`src/hw/rtl/b64e_pkg.sv`:
```
// Shared types, constants and the character map for the base64 stream encoder.
package b64e_pkg;

    localparam logic [7:0] PAD_CHAR    = 8'h3D;
    localparam logic [5:0] SEXTET_MASK = 6'd63;

    // number of message bytes that a group carries
    localparam logic [1:0] USED_ONE   = 2'd1;
    localparam logic [1:0] USED_TWO   = 2'd2;
    localparam logic [1:0] USED_THREE = 2'd3;

    // character position inside a group
    localparam logic [1:0] POS_FIRST  = 2'd0;
    localparam logic [1:0] POS_SECOND = 2'd1;
    localparam logic [1:0] POS_THIRD  = 2'd2;
    localparam logic [1:0] POS_FOURTH = 2'd3;

    typedef struct packed {
        logic [23:0] bits;
        logic [1:0]  used;
        logic        fin;
    } t_group;

    // sextet to ASCII, standard alphabet
    function automatic logic [7:0] sextet_char(input logic [5:0] v);
        logic [7:0] c;
        if (v < 6'd26) begin
            c = 8'h41 + {2'b00, v};
        end else if (v < 6'd52) begin
            c = 8'h61 + {2'b00, v} - 8'd26;
        end else if (v < 6'd62) begin
            c = 8'h30 + {2'b00, v} - 8'd52;
        end else if (v == 6'd62) begin
            c = 8'h2B;
        end else begin
            c = 8'h2F;
        end
        return c;
    endfunction

endpackage

```
`src/hw/rtl/base64_stream_encoder.sv`:
```
// A byte that closes a group is written into the group queue, and the back end
// loads its first character from there. Throughput: one character per cycle
// while the receiver is ready, so input sustains three bytes per four characters.
// Bytes that only fill the pending buffer are taken every cycle, even while
// the group queue (QUEUE_DEPTH entries) is full.
// Reset: synchronous active low; clears pending bytes, queue and output valid.
module base64_stream_encoder #(
    parameter int QUEUE_DEPTH = 2
) (
    input  logic       i_clk,
    input  logic       i_rst_n,
    input  logic       i_valid,
    output logic       o_ready,
    input  logic [7:0] i_data_byte,
    input  logic       i_final_byte,
    output logic       o_valid,
    input  logic       i_ready,
    output logic [7:0] o_out_char,
    output logic       o_last_char
);

    localparam int CW = $clog2(QUEUE_DEPTH + 1);

    b64e_pkg::t_group push_group;
    b64e_pkg::t_group head_group;
    logic             push;
    logic             pop;
    logic             q_ready;
    logic             q_valid;
    logic [CW-1:0]    q_count;

    b64e_front u_front (
        .i_clk        (i_clk),
        .i_rst_n      (i_rst_n),
        .i_valid      (i_valid),
        .o_ready      (o_ready),
        .i_data_byte  (i_data_byte),
        .i_final_byte (i_final_byte),
        .o_push       (push),
        .o_group      (push_group),
        .i_q_ready    (q_ready)
    );

    b64e_queue #(
        .DEPTH (QUEUE_DEPTH)
    ) u_queue (
        .i_clk   (i_clk),
        .i_rst_n (i_rst_n),
        .i_push  (push),
        .i_group (push_group),
        .o_ready (q_ready),
        .i_pop   (pop),
        .o_valid (q_valid),
        .o_group (head_group),
        .o_count (q_count)
    );

    b64e_back u_back (
        .i_clk       (i_clk),
        .i_rst_n     (i_rst_n),
        .i_q_valid   (q_valid),
        .i_group     (head_group),
        .o_pop       (pop),
        .o_valid     (o_valid),
        .i_ready     (i_ready),
        .o_out_char  (o_out_char),
        .o_last_char (o_last_char)
    );

`ifndef SYNTHESIS
    a_no_push_full: assert property (@(posedge i_clk) disable iff (!i_rst_n)
        push |-> q_ready)
        else $error("group pushed into full queue");

    a_no_pop_empty: assert property (@(posedge i_clk) disable iff (!i_rst_n)
        pop |-> q_valid)
        else $error("group popped from empty queue");

    a_count_range: assert property (@(posedge i_clk) disable iff (!i_rst_n)
        q_count <= CW'(QUEUE_DEPTH))
        else $error("queue count out of range");

    a_last_pad: assert property (@(posedge i_clk) disable iff (!i_rst_n)
        (o_valid && o_last_char) |-> (o_out_char != 8'h00))
        else $error("last beat without a character");
`endif

endmodule

```
`src/hw/rtl/b64e_front.sv`:
```
// Front end: accepts bytes, holds pending bytes, forms groups for the queue.
module b64e_front (
    input  logic                i_clk,
    input  logic                i_rst_n,
    input  logic                i_valid,
    output logic                o_ready,
    input  logic [7:0]          i_data_byte,
    input  logic                i_final_byte,
    output logic                o_push,
    output b64e_pkg::t_group    o_group,
    input  logic                i_q_ready
);

    logic [15:0] r_pend;
    logic [1:0]  r_cnt;
    logic [15:0] n_pend;
    logic [1:0]  n_cnt;
    logic        completes;
    logic        emit;
    logic        accept;

    // a count of three cannot occur; it is handled like two
    assign completes = r_cnt[1];
    assign emit      = completes || i_final_byte;
    assign o_ready   = !emit || i_q_ready;
    assign accept    = i_valid && o_ready;
    assign o_push    = accept && emit;

    always_comb begin
        o_group.fin = i_final_byte;
        if (completes) begin
            o_group.bits = {r_pend, i_data_byte};
            o_group.used = b64e_pkg::USED_THREE;
        end else if (r_cnt == 2'd1) begin
            o_group.bits = {r_pend[7:0], i_data_byte, 8'h00};
            o_group.used = b64e_pkg::USED_TWO;
        end else begin
            o_group.bits = {i_data_byte, 16'h0000};
            o_group.used = b64e_pkg::USED_ONE;
        end
    end

    always_comb begin
        n_pend = r_pend;
        n_cnt  = r_cnt;
        if (accept) begin
            if (emit) begin
                n_pend = 16'h0000;
                n_cnt  = 2'd0;
            end else begin
                n_pend = {r_pend[7:0], i_data_byte};
                n_cnt  = r_cnt + 2'd1;
            end
        end
    end

    always_ff @(posedge i_clk) begin
        if (!i_rst_n) begin
            r_pend <= 16'h0000;
            r_cnt  <= 2'd0;
        end else begin
            r_pend <= n_pend;
            r_cnt  <= n_cnt;
        end
    end

endmodule

```
`src/hw/rtl/b64e_queue.sv`:
```
// Short group queue between the front and back ends.
module b64e_queue #(
    parameter int DEPTH = 2
) (
    input  logic                        i_clk,
    input  logic                        i_rst_n,
    input  logic                        i_push,
    input  b64e_pkg::t_group            i_group,
    output logic                        o_ready,
    input  logic                        i_pop,
    output logic                        o_valid,
    output b64e_pkg::t_group            o_group,
    output logic [$clog2(DEPTH+1)-1:0]  o_count
);

    localparam int PW = (DEPTH > 1) ? $clog2(DEPTH) : 1;
    localparam int CW = $clog2(DEPTH + 1);
    localparam logic [PW-1:0] LAST_PTR = PW'(DEPTH - 1);
    localparam logic [CW-1:0] FULL_CNT = CW'(DEPTH);

    b64e_pkg::t_group r_mem [DEPTH];
    logic [PW-1:0]    r_wr;
    logic [PW-1:0]    r_rd;
    logic [CW-1:0]    r_cnt;

    assign o_ready = (r_cnt != FULL_CNT);
    assign o_valid = (r_cnt != '0);
    assign o_group = r_mem[r_rd];
    assign o_count = r_cnt;

    always_ff @(posedge i_clk) begin
        if (i_push) begin
            r_mem[r_wr] <= i_group;
        end
    end

    always_ff @(posedge i_clk) begin
        if (!i_rst_n) begin
            r_wr  <= '0;
            r_rd  <= '0;
            r_cnt <= '0;
        end else begin
            if (i_push) begin
                r_wr <= (r_wr == LAST_PTR) ? '0 : r_wr + PW'(1);
            end
            if (i_pop) begin
                r_rd <= (r_rd == LAST_PTR) ? '0 : r_rd + PW'(1);
            end
            case ({i_push, i_pop})
                2'b10:   r_cnt <= r_cnt + CW'(1);
                2'b01:   r_cnt <= r_cnt - CW'(1);
                default: r_cnt <= r_cnt;
            endcase
        end
    end

endmodule

```
`src/hw/rtl/b64e_back.sv`:
```
// Back end: turns one queued group into four characters, one beat per cycle if ready.
module b64e_back (
    input  logic                i_clk,
    input  logic                i_rst_n,
    input  logic                i_q_valid,
    input  b64e_pkg::t_group    i_group,
    output logic                o_pop,
    output logic                o_valid,
    input  logic                i_ready,
    output logic [7:0]          o_out_char,
    output logic                o_last_char
);

    logic [1:0] r_pos;
    logic       r_valid;
    logic [7:0] r_char;
    logic       r_last;
    logic       load;
    logic [5:0] sextet;
    logic       pad;
    logic [7:0] n_char;

    assign load  = i_q_valid && (!r_valid || i_ready);
    assign o_pop = load && (r_pos == b64e_pkg::POS_FOURTH);

    always_comb begin
        sextet = '0;
        pad    = 1'b0;
        case (r_pos)
            b64e_pkg::POS_FIRST:  sextet = i_group.bits[23:18];
            b64e_pkg::POS_SECOND: sextet = i_group.bits[17:12];
            b64e_pkg::POS_THIRD: begin
                sextet = i_group.bits[11:6];
                pad    = (i_group.used == b64e_pkg::USED_ONE);
            end
            default: begin
                sextet = i_group.bits[5:0];
                pad    = (i_group.used != b64e_pkg::USED_THREE);
            end
        endcase
        n_char = pad ? b64e_pkg::PAD_CHAR
                     : b64e_pkg::sextet_char(sextet & b64e_pkg::SEXTET_MASK);
    end

    always_ff @(posedge i_clk) begin
        if (load) begin
            r_char <= n_char;
            r_last <= i_group.fin && (r_pos == b64e_pkg::POS_FOURTH);
        end
    end

    always_ff @(posedge i_clk) begin
        if (!i_rst_n) begin
            r_pos   <= b64e_pkg::POS_FIRST;
            r_valid <= 1'b0;
        end else if (load) begin
            r_pos   <= r_pos + 2'd1;
            r_valid <= 1'b1;
        end else if (i_ready) begin
            r_valid <= 1'b0;
        end
    end

    assign o_valid     = r_valid;
    assign o_out_char  = r_char;
    assign o_last_char = r_last;

endmodule

```
`config.mk`:
```
export PLATFORM = sky130hd
export DESIGN_NAME = base64_stream_encoder
export DESIGN_NICKNAME = d
export VERILOG_FILES = /design/src/hw/rtl/b64e_pkg.sv /design/src/hw/rtl/base64_stream_encoder.sv /design/src/hw/rtl/b64e_front.sv /design/src/hw/rtl/b64e_queue.sv /design/src/hw/rtl/b64e_back.sv
export SDC_FILE = /design/constraint.sdc
export NUM_CORES = 1
export LEC_CHECK = 0
export BUFFER_PORTS_ARGS = -buffer_cell sky130_fd_sc_hd__buf_2
export CAP_MARGIN = 0
export CORE_ASPECT_RATIO = 0.7
export CORE_UTILIZATION = 45
export CTS_BUF_LIST = sky130_fd_sc_hd__clkbuf_8 sky130_fd_sc_hd__clkbuf_16
export CTS_CLUSTER_DIAMETER = 150
export DETAILED_ROUTE_END_ITERATION = 8
export HOLD_SLACK_MARGIN = 0.15
export MAX_ROUTING_LAYER = met4
export SLEW_MARGIN = 20
export SYNTH_ARGS = -nofsm -noshare
export SYNTH_HDL_FRONTEND = slang
export SYNTH_HIERARCHICAL = 1
export SYNTH_SLANG_ARGS = --single-unit
```
`constraint.sdc`:
```
create_clock -name i_clk -period 3.7 [get_ports i_clk]
set_clock_uncertainty 0.05 [all_clocks]
set_input_delay 0.37 -clock i_clk [delete_from_list [all_inputs] [get_ports i_clk]]
set_output_delay 0.37 -clock i_clk [all_outputs]
set_load 0.01 [all_outputs]
```
==> flow_summary_export.csv <==
group,metric,value,unit
synthesis,synth.distinct_cells,61,
cts,post_cts_buffers,0,
cts,hold_buffers,0,
final_layout,nNetsFinal,394,
cts,cts_max_level,3,
sta,finalCriticalPeriod,3242,ps
sta,setup_viol,0,
worst_setup_path,crit_family,"compound AO/OA/AOI/OAI gates",
die,die_w,119.0,um
sta,hold_ws,249.6,ps
global_route,grt_overflow,0,
synthesis,synth_top_family_by_area,"compound AO/OA/AOI/OAI gates",
cts,cts_tree,"done",
die,dieArea,9986,um^2
synthesis,ys_ff_latch,89,
synthesis,ys_async_sr_fraction,0,%
drt,drc_errors,0,
sta,hold_violations,0,
synthesis,syn_area,4313,um^2
drt,wl_per_cell,17.48,um
place,dp_hpwl,6.169,mm
cts,path_clk_slew,60,ps
synthesis,synth-simple-area-share,9.109,%
worst_setup_path,end_kind,"flip-flop",
synthesis,synth_xor_area_share,1.015,%
final_layout,syn_to_final_growth,13.26,%
synthesis,syn_nets,365,
die,start_util,46.98,%
pwr,leakage,1.814,nW
synthesis,synth_edf_count,63,
worst_setup_path,slowest_delay,550,ps
drt,finalWirelength,8.721,mm
cts,cts_sinks,89,
cts,clock_latency,330,ps
min_path,min_path_type,"in -> reg",
sta,finalMaxSlewViolations,0,
synthesis,synth_ff_type,"edfxtp_1",
synthesis,yosys.area.top_type_share,43.86,%
synthesis,synth_mux_area_share,10.62,%
place,port_buffers,23,
final_layout,final_cell_mix,"edfxtp_1 (63), dfxtp_1 (26), a22o_1 (24)",
worst_setup_path,critPathKind,"reg -> reg",
die,io_pins,24,
final_layout,final_common_cell,"edfxtp_1",
drt,antenna_left,0,
sta,rsz0062_at_grt,"no",
worst_setup_path,cp_num_buf_inv,1,
die,rows,29,
pwr,ir_drop,0.3163,mV
synthesis,yosysWarnings,6,
synthesis,syn_area_per_cell,12.65,um^2
cts,cts_resized,0,
cts,cts_max_path_buffers,2,
synthesis,seq_area_frac_synth,55.93,%
worst_setup_path,crit_path_start_kind,"flip-flop",
die,die_h,83.91,um
global_route,antenna_found_initial,0,
run,drv_cap,0,
synthesis,synth_top_cell_by_area,"edfxtp_1",
worst_setup_path,cp_common_cell,"mux2i_1",
drt,viasPerCell,5.673,
final_layout,n_antenna_cell,0,
drt,drtIter0Drc,286,
global_route,grt_pass1_vias,2713,
synthesis,synth_compound_gate_area_share,16.22,%
drt,num_vias,2831,
worst_setup_path,worst-path-max-fanout,8,
final_layout,num-fill-cells,777,
pwr,powerDensity,511.2,nW/um^2
worst_setup_path,required,3720,ps
global_route,grt_util_all_layers,19.49,%
cts,cts_root_buf,"clkbuf_16",
drt,dr.pass1.iters,8,
global_route,grt_max_degree,39,
global_route,grt_pass1_wl,14.35,mm
sta,fmax,308.4,MHz
final_layout,drive_gt1_share,18.13,%
sta,fin_crit_sh,87.63,%
status,outcome,"finished clean",
synthesis,synth.area.top_cells,"edfxtp_1 (44%), dfxtp_1 (12%), mux2_1 (6.0%)",
worst_setup_path,crit_chain,"buf_4 > mux2_2 > a222oi_1 > mux2i_1 > ha_1 > a211o_1 > mux2i_1 > o22ai_1 > a221oi_1 > o21ai_0",
place,gp_congestion,0.8568,
sta,worstMarginPinSlew,620.1,ps
worst_setup_path,cp.arrival,3270,ps
worst_setup_path,critPathSlowestCell,"a222oi_1",
sta,slew_headroom,58.66,%
synthesis,synth_fa_ha_area_share,3.191,%
synthesis,synthCells,341,
cts,numCtsBuffers,9,
die,coreArea,9180,um^2
sta,tns,0,ps
==> final timing paths <==
check	startpoint	end	slack, ps	depth (start not counted)
worst max-delay path	flip-flop	u_back/o_out_char[5]	460	10
worst min-delay path	i_data_byte[2]	u_front/r_pend[2]	250	2
worst max register to register	flip-flop	u_back/o_out_char[5]	460	10
worst min register to register	u_front/r_pend[9]	u_front/r_pend[9]	420	1
==> where the power goes <==
part | switching, mW | internal, mW | total, mW | leakage, nW
clock network | 0.373 | 0.593 | 0.966 | 0.162
registers | 0.0181 | 1.13 | 1.14 | 0.796
logic | 0.228 | 0.160 | 0.387 | 0.857
total | 0.619 | 1.88 | 2.50 | 1.81
==> final cells by class <==
cell class | instances | area (um^2) | share of cell area [%]
clock inverter | 7 | 92.59 | 1.895
sequential | 89 | 2412 | 49.39
inverter | 16 | 60.06 | 1.230
multi-input combinational | 219 | 1734 | 35.50
timing repair buffer | 35 | 205.2 | 4.201
tap | 124 | 155.1 | 3.176
clock buffer | 9 | 225.2 | 4.611
==> layer usage <==
layer / up-vias / routed length [um] / global-route usage [%]
met5: - / 0 / -
met4: 0 / 126 / 6.329
met3: 13 / 612 / 4.577
met2: 110 / 3591 / 26.37
met1: 1349 / 4390 / 28.45
li1: 1359 / - / -
==> Yosys cell counts (all sizes together) (3+ instances only) <==
cell,count
edfxtp,63
mux2,30
dfxtp,26
a22o,24
nand2,18
and2,15
inv,15
o21ai,13
mux2i,12
ha,11
buf,10
nor2,9
a21oi,8
clkbuf,7
a222oi,6
nand3,6
a21boi,5
a21o,5
nand2b,5
nor3,5
a31oi,4
nor2b,4
o31ai,4
nor3b,3
xnor2,3
==> worst register-to-register path: cells and delay by family, from the launching register on <==
family                   cells  cell delay [ps]
AO/OA/AOI/OAI                5             1290
multiplexers                 3              730
adder cells (fa/ha/maj)      1              380
flip-flops                   1              360
buffers and inverters        1              180
==> registers in the layout, indices dropped and copies added, names as in the netlist, named ones only <==
register and flops:
u_front/r_pend 16, u_queue/r_wr 1, u_back/o_last_char 1, u_back/o_valid 1, u_front/r_cnt 2, u_back/o_out_char 8, u_queue/o_count 2, u_queue/r_mem 54
u_back/r_pos 2, u_queue/r_rd 1
==> per-stage QoR <==
stage / instance area (um^2) / power [mW] / utilization [%] / worst slack (ps) / cells
3_5_place_dp: 4567 / 1.549 / 49.75 / 460.0 / 483
5_1_grt: 4885 / 2.604 / 53.21 / 115.4 / 499
4_1_cts: 4885 / 2.515 / 53.21 / 453.5 / 499
3_3_place_gp: 4567 / 1.550 / 49.75 / 532.1 / 483
6_report: 4885 / 2.497 / 53.21 / 457.6 / 499
2_1_floorplan: 4313 / 1.438 / - / 501.4 / 341
==> logic make-up (layout without fill, tap and decap cells) <==
group / Yosys count / in the layout
simple gates: 73 / 73
fa+ha+maj: 11 / 11
flops: 89 / 89
buf+inv: 33 / 67
mux: 42 / 42
compound gates: 88 / 88
xor+xnor: 5 / 5
Power figures use the tool's default switching activity.
